==> config.mk <==
export PLATFORM = sky130hd
export DESIGN_NAME = clock_time_set_controller
export DESIGN_NICKNAME = d
export VERILOG_FILES = /design/src/hw/rtl/ctsc_pkg.sv /design/src/hw/rtl/ctsc_ctrl.sv /design/src/hw/rtl/ctsc_disp.sv /design/src/hw/rtl/clock_time_set_controller.sv
export SDC_FILE = /design/constraint.sdc
export NUM_CORES = 1
export LEC_CHECK = 0
export BUFFER_PORTS_ARGS = -buffer_cell sky130_fd_sc_hd__clkbuf_2
export CAP_MARGIN = 30
export CORE_MARGIN = 2
export CORE_UTILIZATION = 54
export DETAILED_ROUTE_END_ITERATION = 12
export GPL_TIMING_DRIVEN = 0
export PLACE_DENSITY_LB_ADDON = 0.2
export SETUP_SLACK_MARGIN = 0.05
export SYNTH_ARGS = -nofsm -noshare
export SYNTH_HDL_FRONTEND = slang
export SYNTH_SLANG_ARGS = --single-unit
==> constraint.sdc <==
create_clock -name clk -period 5.78 [get_ports clk]
set_input_delay 0.578 -clock clk [delete_from_list [all_inputs] [get_ports clk]]
set_output_delay 0.578 -clock clk [all_outputs]
set_load 0.01 [all_outputs]
==> src/hw/rtl/ctsc_pkg.sv <==
package ctsc_pkg;

	localparam logic [4:0] HOUR_TOP   = 5'd23;
	localparam logic [5:0] MINUTE_TOP = 6'd59;
	localparam logic [3:0] DIGIT_BLANK = 4'd10;

	typedef enum logic [2:0] {
		OP_READ = 3'd0,
		OP_MODE = 3'd1,
		OP_SAVE = 3'd2,
		OP_UP   = 3'd3,
		OP_DOWN = 3'd4
	} op_t;

	typedef enum logic [1:0] {
		MODE_VIEW   = 2'd0,
		MODE_HOUR   = 2'd1,
		MODE_MINUTE = 2'd2
	} mode_t;

	typedef struct packed {
		logic [2:0] operation;
		logic [4:0] clock_hour;
		logic [5:0] clock_minute;
		logic [5:0] clock_second;
		logic       blink_off;
	} in_item_t;

	typedef struct packed {
		logic [3:0] digit_hour_tens;
		logic [3:0] digit_hour_ones;
		logic [3:0] digit_minute_tens;
		logic [3:0] digit_minute_ones;
		logic [3:0] digit_second_tens;
		logic [3:0] digit_second_ones;
		logic       write_strobe;
		logic [4:0] write_hour;
		logic [5:0] write_minute;
		logic [5:0] write_second;
		logic [1:0] current_mode;
	} out_item_t;

	// state after the item, as seen by the display formatter
	typedef struct packed {
		mode_t      mode;
		logic       blink_off;
		logic [4:0] edit_hour;
		logic [5:0] edit_minute;
		logic [4:0] seen_hour;
		logic [5:0] seen_minute;
		logic [5:0] seen_second;
	} disp_view_t;

	typedef struct packed {
		logic       write_strobe;
		logic [4:0] write_hour;
		logic [5:0] write_minute;
		logic [5:0] write_second;
	} wr_cmd_t;

	// tens of a 6-bit value: v*205 >> 11 is exact for v < 1029
	function automatic logic [3:0] tens_of(input logic [5:0] v);
		logic [13:0] prod;
		prod = {8'd0, v} * 14'd205;
		return {1'b0, prod[13:11]};
	endfunction

	function automatic logic [3:0] ones_of(input logic [5:0] v);
		logic [3:0] t;
		logic [6:0] tx10;
		logic [6:0] diff;
		t = tens_of(v);
		tx10 = {3'd0, t} * 7'd10;
		diff = {1'b0, v} - tx10;
		return diff[3:0];
	endfunction

endpackage

==> src/hw/rtl/ctsc_ctrl.sv <==
module ctsc_ctrl
	import ctsc_pkg::*;
(
	input  logic       clk,
	input  logic       arst_n,
	input  logic       advance,
	input  in_item_t   item,
	output disp_view_t view,
	output wr_cmd_t    wr
);

	mode_t      mode_q, mode_d;
	logic [4:0] edit_hour_q, edit_hour_d;
	logic [5:0] edit_minute_q, edit_minute_d;
	logic       edited_q, edited_d;
	logic [4:0] seen_hour_q, seen_hour_d;
	logic [5:0] seen_minute_q, seen_minute_d;
	logic [5:0] seen_second_q, seen_second_d;
	logic       strobe;
	logic       is_up;

	assign is_up = (item.operation == OP_UP);

	// next mode
	always_comb begin
		mode_d = mode_q;
		case (item.operation)
			OP_MODE: begin
				case (mode_q)
					MODE_VIEW:   mode_d = MODE_HOUR;
					MODE_HOUR:   mode_d = MODE_MINUTE;
					MODE_MINUTE: mode_d = MODE_VIEW;
					default:     mode_d = mode_q;
				endcase
			end
			OP_SAVE: begin
				if (mode_q != MODE_VIEW) begin
					mode_d = MODE_VIEW;
				end
			end
			default: mode_d = mode_q;
		endcase
	end

	// datapath and strobe
	always_comb begin
		edit_hour_d   = edit_hour_q;
		edit_minute_d = edit_minute_q;
		edited_d      = edited_q;
		seen_hour_d   = seen_hour_q;
		seen_minute_d = seen_minute_q;
		seen_second_d = seen_second_q;
		strobe        = 1'b0;
		case (item.operation)
			OP_READ: begin
				seen_hour_d   = item.clock_hour;
				seen_minute_d = item.clock_minute;
				seen_second_d = item.clock_second;
			end
			OP_MODE: begin
				if (mode_q == MODE_VIEW) begin
					edit_hour_d   = seen_hour_q;
					edit_minute_d = seen_minute_q;
					edited_d      = 1'b0;
				end else if (mode_q == MODE_MINUTE) begin
					strobe = 1'b1;
				end
			end
			OP_SAVE: begin
				strobe = (mode_q != MODE_VIEW);
			end
			OP_UP, OP_DOWN: begin
				if (mode_q == MODE_HOUR) begin
					if (is_up) begin
						edit_hour_d = (edit_hour_q >= HOUR_TOP) ? 5'd0 : edit_hour_q + 5'd1;
					end else begin
						edit_hour_d = (edit_hour_q == 5'd0) ? HOUR_TOP : edit_hour_q - 5'd1;
					end
					edited_d = 1'b1;
				end else if (mode_q == MODE_MINUTE) begin
					if (is_up) begin
						edit_minute_d = (edit_minute_q >= MINUTE_TOP) ? 6'd0
							: edit_minute_q + 6'd1;
					end else begin
						edit_minute_d = (edit_minute_q == 6'd0) ? MINUTE_TOP
							: edit_minute_q - 6'd1;
					end
					edited_d = 1'b1;
				end
			end
			default: strobe = 1'b0;
		endcase
	end

	// outputs
	always_comb begin
		view.mode        = mode_d;
		view.blink_off   = item.blink_off;
		view.edit_hour   = edit_hour_d;
		view.edit_minute = edit_minute_d;
		view.seen_hour   = seen_hour_d;
		view.seen_minute = seen_minute_d;
		view.seen_second = seen_second_d;
		wr.write_strobe  = strobe;
		wr.write_hour    = strobe ? edit_hour_d : 5'd0;
		wr.write_minute  = strobe ? edit_minute_d : 6'd0;
		wr.write_second  = (strobe && !edited_d) ? item.clock_second : 6'd0;
	end

	always_ff @(posedge clk or negedge arst_n) begin
		if (!arst_n) begin
			mode_q        <= MODE_VIEW;
			edit_hour_q   <= '0;
			edit_minute_q <= '0;
			edited_q      <= 1'b0;
			seen_hour_q   <= '0;
			seen_minute_q <= '0;
			seen_second_q <= '0;
		end else if (advance) begin
			mode_q        <= mode_d;
			edit_hour_q   <= edit_hour_d;
			edit_minute_q <= edit_minute_d;
			edited_q      <= edited_d;
			seen_hour_q   <= seen_hour_d;
			seen_minute_q <= seen_minute_d;
			seen_second_q <= seen_second_d;
		end
	end

endmodule

==> src/hw/rtl/ctsc_disp.sv <==
module ctsc_disp
	import ctsc_pkg::*;
(
	input  disp_view_t view,
	input  wr_cmd_t    wr,
	output out_item_t  result
);

	logic [5:0] hour_val;
	logic [5:0] min_val;
	logic       hour_blank;
	logic       min_blank;
	logic       set_mode;

	assign set_mode   = (view.mode != MODE_VIEW);
	assign hour_val   = set_mode ? {1'b0, view.edit_hour} : {1'b0, view.seen_hour};
	assign min_val    = set_mode ? view.edit_minute : view.seen_minute;
	assign hour_blank = (view.mode == MODE_HOUR) && view.blink_off;
	assign min_blank  = (view.mode == MODE_MINUTE) && view.blink_off;

	always_comb begin
		result.digit_hour_tens   = hour_blank ? DIGIT_BLANK : tens_of(hour_val);
		result.digit_hour_ones   = hour_blank ? DIGIT_BLANK : ones_of(hour_val);
		result.digit_minute_tens = min_blank ? DIGIT_BLANK : tens_of(min_val);
		result.digit_minute_ones = min_blank ? DIGIT_BLANK : ones_of(min_val);
		result.digit_second_tens = set_mode ? DIGIT_BLANK : tens_of(view.seen_second);
		result.digit_second_ones = set_mode ? DIGIT_BLANK : ones_of(view.seen_second);
		result.write_strobe      = wr.write_strobe;
		result.write_hour        = wr.write_hour;
		result.write_minute      = wr.write_minute;
		result.write_second      = wr.write_second;
		result.current_mode      = view.mode;
	end

endmodule

==> src/hw/rtl/clock_time_set_controller.sv <==
// Clock time set controller.
// Input channel (item_valid/item_ready/item): one event per transfer, a clock
// reading or a debounced mode, save, up or down press, with the current clock
// time and the blink phase. Output channel (result_valid/result_ready/result):
// one result per event with six display digit codes (10 = blank), the clock
// write command and the mode after the event.
// Path: an item is registered in the input register, and its result in the
// result register, which drives result_valid. Throughput: one item per cycle
// while the receiver takes results; the mode/edit state is updated as an item
// moves from the input register to the result register, so the next item sees
// it without a bubble.
// A stalled receiver holds the result register; one more item then waits in
// the input register and item_ready drops until the result is taken.
// Reset puts the block in view mode with all times zero and both registers
// empty.
module clock_time_set_controller
	import ctsc_pkg::*;
(
	input  logic      clk,
	input  logic      arst_n,
	input  logic      item_valid,
	output logic      item_ready,
	input  in_item_t  item,
	output logic      result_valid,
	input  logic      result_ready,
	output out_item_t result
);

	in_item_t   item_s1;
	logic       valid_s1;
	logic       advance;
	out_item_t  result_q;
	logic       result_valid_q;
	out_item_t  result_d;
	disp_view_t view;
	wr_cmd_t    wr;

	assign advance    = valid_s1 && (!result_valid_q || result_ready);
	assign item_ready = !valid_s1 || advance;

	always_ff @(posedge clk or negedge arst_n) begin
		if (!arst_n) begin
			valid_s1 <= 1'b0;
		end else if (item_ready) begin
			valid_s1 <= item_valid;
		end
	end

	always_ff @(posedge clk) begin
		if (item_valid && item_ready) begin
			item_s1 <= item;
		end
	end

	ctsc_ctrl u_ctrl (
		.clk     (clk),
		.arst_n  (arst_n),
		.advance (advance),
		.item    (item_s1),
		.view    (view),
		.wr      (wr)
	);

	ctsc_disp u_disp (
		.view   (view),
		.wr     (wr),
		.result (result_d)
	);

	always_ff @(posedge clk or negedge arst_n) begin
		if (!arst_n) begin
			result_valid_q <= 1'b0;
		end else if (advance) begin
			result_valid_q <= 1'b1;
		end else if (result_ready) begin
			result_valid_q <= 1'b0;
		end
	end

	always_ff @(posedge clk) begin
		if (advance) begin
			result_q <= result_d;
		end
	end

	assign result_valid = result_valid_q;
	assign result       = result_q;

`ifndef SYNTHESIS
	a_strobe_in_view: assert property (@(posedge clk) disable iff (!arst_n)
		result_valid && result.write_strobe |-> result.current_mode == MODE_VIEW)
		else $error("write strobe outside view mode");

	a_no_strobe_zero: assert property (@(posedge clk) disable iff (!arst_n)
		result_valid && !result.write_strobe |->
			result.write_hour == 5'd0 && result.write_minute == 6'd0
			&& result.write_second == 6'd0)
		else $error("write fields nonzero without strobe");

	a_view_seconds: assert property (@(posedge clk) disable iff (!arst_n)
		result_valid && result.current_mode == MODE_VIEW |->
			result.digit_second_tens != DIGIT_BLANK
			&& result.digit_second_ones != DIGIT_BLANK)
		else $error("seconds blank in view mode");

	a_stall_holds_s1: assert property (@(posedge clk) disable iff (!arst_n)
		valid_s1 && !advance |=> valid_s1 && $stable(item_s1))
		else $error("input register lost a pending item");
`endif

endmodule
==> flow_summary.json, run 1 <==
{
  "violations": "setup timing",
  "clkSinkCount": 97,
  "setup_violations": 1,
  "fin_util_pct": 71.0,
  "start_util_pct": 54.9,
  "rsz0062_at_grt": "yes",
  "htreeDepth": 3,
  "worst-setup-path-type": "reg -> reg",
  "syn_inst": 615,
  "via_per_inst": 5.77,
  "worst_slew_pin_slew_ns": 0.898,
  "synth_warnings": 0,
  "synth.cell_area_um2": 6540,
  "antenna_found_initial": 0,
  "cap_violations": 0,
  "postLayoutCellArea_um2": 8460,
  "cts_tree": "done",
  "grt_pass1_wl_um": 26200,
  "rows": 40,
  "synthTopCellsByArea": "edfxtp_1 29%, ha_1 15%, dfrtp_1 13%",
  "drive_gt1_share_pct": 34.6,
  "ys_top_cells_by_count": "79 x ha_1, 64 x edfxtp_1, 61 x inv_1",
  "cts_buffer_depth": 2,
  "clkLatencyLatePin_ns": 0.35,
  "portBuffers": 69,
  "design.core.area_um2": 11900,
  "ys_seq_elements": 97,
  "dp_hpwl_um": 11700,
  "place_area_um2": 7190,
  "root_buffer": "clkbuf_16",
  "place.gp.congestion": 0.900,
  "ys_async_sr_fraction_pct": 34.0,
  "setup_ws_ns": -0.136,
  "worstSetupStartpointType": "flip-flop",
  "die_height_um": 114,
  "synth_top_area_share_pct": 29.4,
  "routed-via-count": 5202,
  "hold_viol": 0,
  "area_growth_pct": 29.5,
  "grt_max_degree": 40,
  "max_freq_mhz": 169,
  "dp_slack_ns": -1.09,
  "path_max_fanout": 5,
  "yosys.area.top_type": "edfxtp_1",
  "finalCritPeriodShare_pct": 102,
  "ys.flop_type": "edfxtp_1",
  "setup.worst_path.start": "u_ctrl.edit_minute_q[1]$_DFFE_PN0P_",
  "die_w_um": 114,
  "cts_made_buffers": 9,
  "wl_um": 16500,
  "timing.final.crit_period_ns": 5.92,
  "slew_headroom_pct": 40.1,
  "grt.overflow.total": 0,
  "yosysUniqueCellTypes": 67,
  "nets": 871,
  "ant_nets": 0,
  "grt.total_usage_pct": 26.2,
  "clkTransAtPathRegs_ns": 0.07,
  "drt_pass1_iterations": 5,
  "seq_area_frac_synth_pct": 42.0,
  "diodes": 0,
  "grt_pass1_vias": 5217,
  "reg2reg_from": "u_ctrl.edit_minute_q[1]$_DFFE_PN0P_",
  "skew_ns": 0.00517,
  "drc": 0,
  "syn_nets": 736,
  "first_iter_violations": 447,
  "syn_avg_cell_area_um2": 10.6,
  "status": "finished with violations",
  "die_area_um2": 13000,
  "boundaryPins": 71,
  "end_kind": "flip-flop",
  "slew_viol_final": 0,
  "yosysMostFrequentCell": "ha_1",
  "holdCritPathClass": "in -> async",
  "cp.arrival_ns": 6.02,
  "routedWlPerCell_um": 18.3,
  "required_ns": 5.89,
  "synth_edf_count": 64
}
## state kept, by name (all words and copies together) (netlist names), 2 cells and up
name,count
result,43
item_s1,21
u_ctrl.edit_minute_q,6
u_ctrl.seen_minute_q,6
u_ctrl.seen_second_q,6
u_ctrl.edit_hour_q,5
u_ctrl.seen_hour_q,5
u_ctrl.mode_q,2
## metal layers
metal  vias to the layer above  share of wire [%]  track usage (%)
met3                        32                5.4             4.25
met2                       185                 50             43.0
met4                         0                2.6             12.2
met5                         -                  0                0
met1                      2537                 42             34.0
li1                       2448                  -                -
## path summary, 6_finish.rpt
| kind | end | slack [ns] | cells after the start |
|---|---|---|---|
| min in group clk | item_s1[10]$_DFFE_PP_ | 0.40 | 1 |
| hold reg to reg | u_ctrl.seen_second_q[5]$_DFFE_PN0P_ | 0.49 | 2 |
| hold / removal | u_ctrl.edit_minute_q[2]$_DFFE_PN0P_ | 0.35 | 1 |
| setup / recovery | result[31]$_SDFFCE_PP1P_ | -0.14 | 26 |
| setup reg to reg | result[31]$_SDFFCE_PP1P_ | -0.14 | 26 |
| max in group asynchronous | u_ctrl.edit_minute_q[1]$_DFFE_PN0P_ | 4.82 | 1 |
## cell usage in the layout, fill, tap and decap left out, types with 6 or more instances in the layout
cell type  netlist  final
and2_1          12     12
a21oi_2          0      6
nand2_1         50     50
dfrtp_1         33     30
nor3_1           7      7
edfxtp_1        64     64
nand2b_1         6      6
mux2i_1         15     10
mux2_2          13     11
xnor2_2          1      6
nor2b_1          8      7
buf_4            2     54
inv_1           61     48
fa_1            17     15
nand3_1         16     15
a21oi_1         28     20
nor2_1          42     38
o21ai_0         31     27
ha_1            79     66
a21o_1           8      8
xnor2_1         15      9
ha_4             0     11
clkbuf_16        0     11
clkbuf_1        22     11
clkbuf_2         0     71
inv_2            0     11
## cells by family (layout without fill, tap and decap cells)
logic type	count (synthesis)	count (layout)	synth area share (%)
other	1	1	0.0574
multiplexers	28	28	4.54
flip-flops	97	97	42.0
AO/OA/AOI/OAI	116	116	11.9
AND/OR/NAND/NOR	169	169	12.8
adder cells (fa/ha/maj)	96	96	20.3
buffers and inverters	90	230	5.53
XOR/XNOR	18	18	2.74
## through the flow
stage	instances	hold slack [ns]	TNS [ns]
after global routing	902	0.398	-0.520
after floorplan	615	0.282	0
after global placement	831	0.457	-4.55
after CTS	887	0.368	-0.0776
after detailed placement	833	0.471	-6.67
final	902	0.347	-0.136
## worst max-delay path, cell delays in order, from the launching register on
cell	delay, ns
dfrtp_2	0.44
inv_1	0.10
ha_4	0.17
or3b_4	0.28
nor2_4	0.05
or3_4	0.37
nand3_2	0.08
nand2_1	0.05
a32o_1	0.21
a222oi_1	0.30
buf_4	0.19
a21oi_4	0.07
ha_4	0.28
ha_4	0.19
fa_1	0.46
ha_1	0.29
nand2_1	0.05
a311o_1	0.34
o41ai_2	0.28
a21oi_2	0.13
o21a_1	0.26
xnor2_2	0.16
ha_2	0.19
fa_2	0.35
xnor2_2	0.15
xnor3_1	0.19
nand2_1	0.05
## cell type report
type                       count  area (um2)
clock inverter                 4        51.3
timing repair buffer         125         812
buffer                        28         256
inverter                      61         234
clock buffer                  12         258
tap                          147         184
sequential                    97        2750
multi-input combinational    428        3920
fill                         851        3450
## repair_timing
item / CTS / global route
hold buffers: 0 / 0
setup endpoints to repair: 13 / 5
pin swaps: 25 / 21
setup buffers: 37 / 16
cloned: 1 / 0
gates resized for setup: 79 / 43
Power of run 1 is not shown: default switching activity piles up to over one toggle a cycle in this logic, so the estimate is an artifact.
==> run 2: changes to the inputs <==
--- a/config.mk
+++ b/config.mk
@@ -13,6 +13,7 @@
 export GPL_TIMING_DRIVEN = 0
 export PLACE_DENSITY_LB_ADDON = 0.2
 export SETUP_SLACK_MARGIN = 0.05
+export SLEW_MARGIN = 15
 export SYNTH_ARGS = -nofsm -noshare
 export SYNTH_HDL_FRONTEND = slang
 export SYNTH_SLANG_ARGS = --single-unit
==> constraint.sdc (replaced) <==
create_clock -name clk -period 5.4 [get_ports clk]
set_input_delay 0.54 -clock clk [delete_from_list [all_inputs] [get_ports clk]]
set_output_delay 0.54 -clock clk [all_outputs]
set_load 0.01 [all_outputs]
==> flow_summary.json, run 2 (synthesized netlist as in run 1, its figures left out) <==
{
  "status": "finished with violations",
  "violations": "setup timing",
  "root_buffer": "clkbuf_16",
  "holdCritPathClass": "in -> async",
  "place.gp.congestion": 0.970,
  "timing.final.crit_period_ns": 6.03,
  "grt.overflow.total": 0,
  "rows": 40,
  "die_w_um": 114,
  "path_max_fanout": 4,
  "portBuffers": 69,
  "cts_buffer_depth": 2,
  "area_growth_pct": 37.3,
  "setup_ws_ns": -0.629,
  "clkSinkCount": 97,
  "routedWlPerCell_um": 19.2,
  "cap_violations": 0,
  "start_util_pct": 54.9,
  "regArea_um2": 2750,
  "worstSetupStartpointType": "flip-flop",
  "clkTransAtPathRegs_ns": 0.07,
  "setup_violations": 6,
  "cp.arrival_ns": 6.12,
  "routed-via-count": 5366,
  "grt_pass1_vias": 5273,
  "first_iter_violations": 561,
  "clkLatencyLatePin_ns": 0.35,
  "die_area_um2": 13000,
  "grt_max_degree": 34,
  "via_per_inst": 5.75,
  "required_ns": 5.49,
  "fillers": 767,
  "ant_nets": 0,
  "fin_cells": 933,
  "worst-setup-path-type": "reg -> reg",
  "drt_pass1_iterations": 7,
  "cts_made_buffers": 9,
  "antenna_found_initial": 0,
  "slowest_delay_ns": 0.50,
  "skew_ns": 0.00576,
  "slew_viol_final": 0,
  "max_freq_mhz": 166,
  "diodes": 0,
  "mostFrequentLayoutCell": "buf_4",
  "slew_headroom_pct": 54.7,
  "dp_slack_ns": -1.30,
  "cpMaxStageDelayCell": "a222oi_1",
  "worst_slew_pin_slew_ns": 0.675,
  "grt.total_usage_pct": 26.3,
  "multi_input_area_um2": 4110,
  "hold_viol": 0,
  "wl_um": 17900,
  "dp_hpwl_um": 11700,
  "die_height_um": 114,
  "end_kind": "flip-flop",
  "finalCritPeriodShare_pct": 112,
  "design.core.area_um2": 11900,
  "boundaryPins": 71,
  "drc": 0,
  "grt_pass1_wl_um": 26300,
  "rsz0062_at_grt": "yes",
  "htreeDepth": 3,
  "cts_tree": "done",
  "final_cell_mix": "75 x buf_4, 70 x clkbuf_2, 64 x edfxtp_1, 52 x ha_1, 50 x nand2_1",
  "holdBufCountCts": 0,
  "cp_common_cell": "nand2_1",
  "tns_ns": -1.74,
  "dp.cells": 833,
  "drive_gt1_share_pct": 39.9,
  "largest_reg_flops": 43,
  "nets": 902
}
## run 2: cell count changes in the layout (fill, tap and decap cells not counted), sizes merged
cell	change
clkbuf	-5
bufinv	+1
inv	+1
buf	+34
## run 2: critical path, delay by kind of cell (launching register included)
family,cells,cell delay (ns)
flops,1,0.39
simple gates,5,0.80
fa+ha+maj,7,2.09
compound gates,8,1.68
xor+xnor,3,0.48
buf+inv,3,0.33
## run 2: final cells by class
cell class	count	share of cell area (%)
clock inverter	6	1.00
sequential	97	30.6
tap	147	2.05
buffer	27	2.62
multi-input combinational	428	45.7
inverter	61	2.75
clock buffer	10	2.55
timing repair buffer	157	12.7
## run 2: per-stage QoR
step                      utilization [%]  area (um2)  hold WS (ns)
after floorplan                         -        6630         0.244
after detailed placement             60.5        7200         0.472
after CTS                            66.4        7910         0.318
after global routing                 75.4        8980        0.0651
after global placement               60.1        7160         0.455
final                                75.4        8980        0.0640
## run 2: layer usage
layer | vias to the layer above | track usage, % | wire length, um
li1 | 2511 | - | -
met1 | 2571 | 34.8 | 7380
met2 | 231 | 43.9 | 8990
met3 | 53 | 4.04 | 1010
met4 | 0 | 9.84 | 525
met5 | - | 0 | 0
## run 2: timing repair
item                       CTS  global route
resized for setup           38           122
pin swaps                   23            49
setup buffers               23            63
cloned                       0             1
setup endpoints to repair   13            13
## run 2: worst paths after layout
kind,startpoint,end,slack (ns),cells after the start
max,u_ctrl.edit_minute_q[0]$_DFFE_PN0P_,result[31]$_SDFFCE_PP1P_,-0.63,26
max in group asynchronous,arst_n,u_ctrl.mode_q[0]$_DFFE_PN0P_,4.89,2
min in group clk,item[6],item_s1[6]$_DFFE_PP_,0.36,1
max reg2reg,u_ctrl.edit_minute_q[0]$_DFFE_PN0P_,result[31]$_SDFFCE_PP1P_,-0.63,26
min reg2reg,u_ctrl.seen_second_q[5]$_DFFE_PN0P_,u_ctrl.seen_second_q[5]$_DFFE_PN0P_,0.50,2
min,arst_n,u_ctrl.mode_q[1]$_DFFE_PN0P_,0.06,1
Power of run 2 is left out for the same reason.
==> run 3: changes to the inputs <==
--- a/config.mk
+++ b/config.mk
@@ -7,8 +7,10 @@
 export LEC_CHECK = 0
 export BUFFER_PORTS_ARGS = -buffer_cell sky130_fd_sc_hd__clkbuf_2
 export CAP_MARGIN = 30
+export CELL_PAD_IN_SITES_DETAIL_PLACEMENT = 2
+export CELL_PAD_IN_SITES_GLOBAL_PLACEMENT = 2
 export CORE_MARGIN = 2
-export CORE_UTILIZATION = 54
+export CORE_UTILIZATION = 39
 export DETAILED_ROUTE_END_ITERATION = 12
 export GPL_TIMING_DRIVEN = 0
 export PLACE_DENSITY_LB_ADDON = 0.2
==> constraint.sdc (replaced) <==
create_clock -name clk -period 6.35 [get_ports clk]
set_input_delay 0.635 -clock clk [delete_from_list [all_inputs] [get_ports clk]]
set_output_delay 0.635 -clock clk [all_outputs]
set_load 0.01 [all_outputs]
==> flow_summary.json, run 3 (synthesized netlist as in run 1, its figures left out) <==
{
  "cts_buffer_depth": 2,
  "htreeDepth": 3,
  "dp.cells": 906,
  "diodes": 0,
  "slew_headroom_pct": 46.0,
  "worstSetupStartpointType": "flip-flop",
  "finalCritPeriodShare_pct": 100,
  "fin_cells": 949,
  "cts_made_buffers": 9,
  "routedWlPerCell_um": 23.6,
  "clkSinkCount": 97,
  "grt.overflow.total": 0,
  "wl_um": 22400,
  "worst-setup-path-type": "reg -> reg",
  "place.gp.congestion": 0.875,
  "nets": 845,
  "status": "finished, final reports clean",
  "setup_violations": 0,
  "largest_reg_flops": 43,
  "multi_input_area_um2": 3790,
  "start_util_pct": 39.7,
  "portBuffers": 69,
  "rows": 47,
  "grt_pass1_vias": 6024,
  "cap_violations": 0,
  "mostFrequentLayoutCell": "clkbuf_2",
  "skew_ns": 0.00664,
  "timing.final.crit_period_ns": 6.35,
  "drc": 0,
  "die_w_um": 133,
  "die_area_um2": 17800,
  "cts_tree": "done",
  "routed-via-count": 5297,
  "cp.arrival_ns": 6.44,
  "grt_pass1_wl_um": 33300,
  "clkLatencyLatePin_ns": 0.36,
  "worst_slew_pin_slew_ns": 0.806,
  "hold_viol": 0,
  "fin_util_pct": 49.5,
  "via_per_inst": 5.58,
  "required_ns": 6.45,
  "holdCritPathClass": "in -> async",
  "ant_nets": 0,
  "tns_ns": 0,
  "path_max_fanout": 5,
  "slew_viol_final": 0,
  "antenna_found_initial": 0,
  "first_iter_violations": 243,
  "final_cell_mix": "72 x clkbuf_2, 71 x ha_1, 64 x edfxtp_1, 56 x inv_1, 50 x nand2_1",
  "max_freq_mhz": 158,
  "design.core.area_um2": 16500,
  "root_buffer": "clkbuf_16",
  "rsz0062_at_grt": "yes",
  "regArea_um2": 2750,
  "fillers": 1678,
  "drt_pass1_iterations": 5,
  "drive_gt1_share_pct": 29.4,
  "grt.total_usage_pct": 24.6,
  "dp_hpwl_um": 15500,
  "end_kind": "flip-flop",
  "area_growth_pct": 24.7,
  "clkTransAtPathRegs_ns": 0.08,
  "die_height_um": 133,
  "boundaryPins": 71,
  "grt_max_degree": 38,
  "holdBufCountCts": 0
}
-- run 3: cell types whose count changed in the layout (fill, tap and decap cells not counted), sizes merged --
cell	change
buf	-61
bufinv	-2
clkbuf	+3
clkinvlp	-1
inv	+4
-- run 3: critical path: stages (launching register included) --
cell and delay [ns]:
dfrtp_2 0.44, inv_1 0.12, ha_2 0.27, nor4bb_2 0.47
nor2b_1 0.11, a22o_1 0.26, a211oi_4 0.38, a21o_1 0.24
inv_1 0.17, ha_1 0.37, ha_1 0.30, inv_1 0.05
fa_1 0.41, inv_1 0.09, ha_1 0.14, nand2_1 0.05
a311o_1 0.31, o41ai_4 0.36, a21oi_2 0.13, o21a_1 0.25
xnor2_2 0.18, ha_2 0.19, fa_2 0.33, xnor2_1 0.20
xnor3_1 0.19, nand2_1 0.07
-- run 3: timing repair --
item                                    in CTS  in global routing
resized for setup                           49                 62
endpoints found under the setup margin      13                  5
pin swaps                                   10                 18
buffers inserted                            20                  6
hold endpoints to repair                     0                  0
-- run 3: cell type report --
type	count	area share [%]
Sequential cell	97	33.8
Inverter	61	2.81
Clock buffer	9	2.76
Clock inverter	7	0.814
Timing Repair Buffer	98	7.46
Multi-Input combinational cell	428	46.5
Tap cell	220	3.38
Buffer	29	2.47
-- run 3: stage by stage --
stage / hold slack [ns] / setup WS, ns / instance area [um2]
floorplan: 0.339 / 0.332 / 6540
global placement: 0.459 / -0.909 / 7160
detailed placement: 0.478 / -1.38 / 7190
CTS: 0.422 / 0.0357 / 7810
global route: 0.110 / -0.260 / 8150
finish: 0.108 / 0.00130 / 8150
-- run 3: worst paths after layout --
kind                       slack [ns]  depth (start not counted)                                 from                             endpoint
min reg2reg                      0.49                          2  u_ctrl.seen_second_q[0]$_DFFE_PN0P_  u_ctrl.seen_second_q[0]$_DFFE_PN0P_
min in group clk                 0.45                          1                              item[2]                 item_s1[2]$_DFFE_PP_
max                             0.001                         25         u_ctrl.mode_q[0]$_DFFE_PN0P_             result[31]$_SDFFCE_PP1P_
max reg2reg                     0.001                         25         u_ctrl.mode_q[0]$_DFFE_PN0P_             result[31]$_SDFFCE_PP1P_
min                              0.11                          1                               arst_n  u_ctrl.edit_minute_q[0]$_DFFE_PN0P_
max in group asynchronous        5.81                          2                               arst_n         u_ctrl.mode_q[0]$_DFFE_PN0P_
-- run 3: layer usage --
metal | vias up | GRT usage [%] | wire length (um)
met1 | 2710 | 29.0 | 8910
met3 | 53 | 3.81 | 763
met5 | - | 0 | 0
met4 | 0 | 9.04 | 899
met2 | 142 | 45.2 | 11800
li1 | 2392 | - | -
Power of run 3 is left out for the same reason.
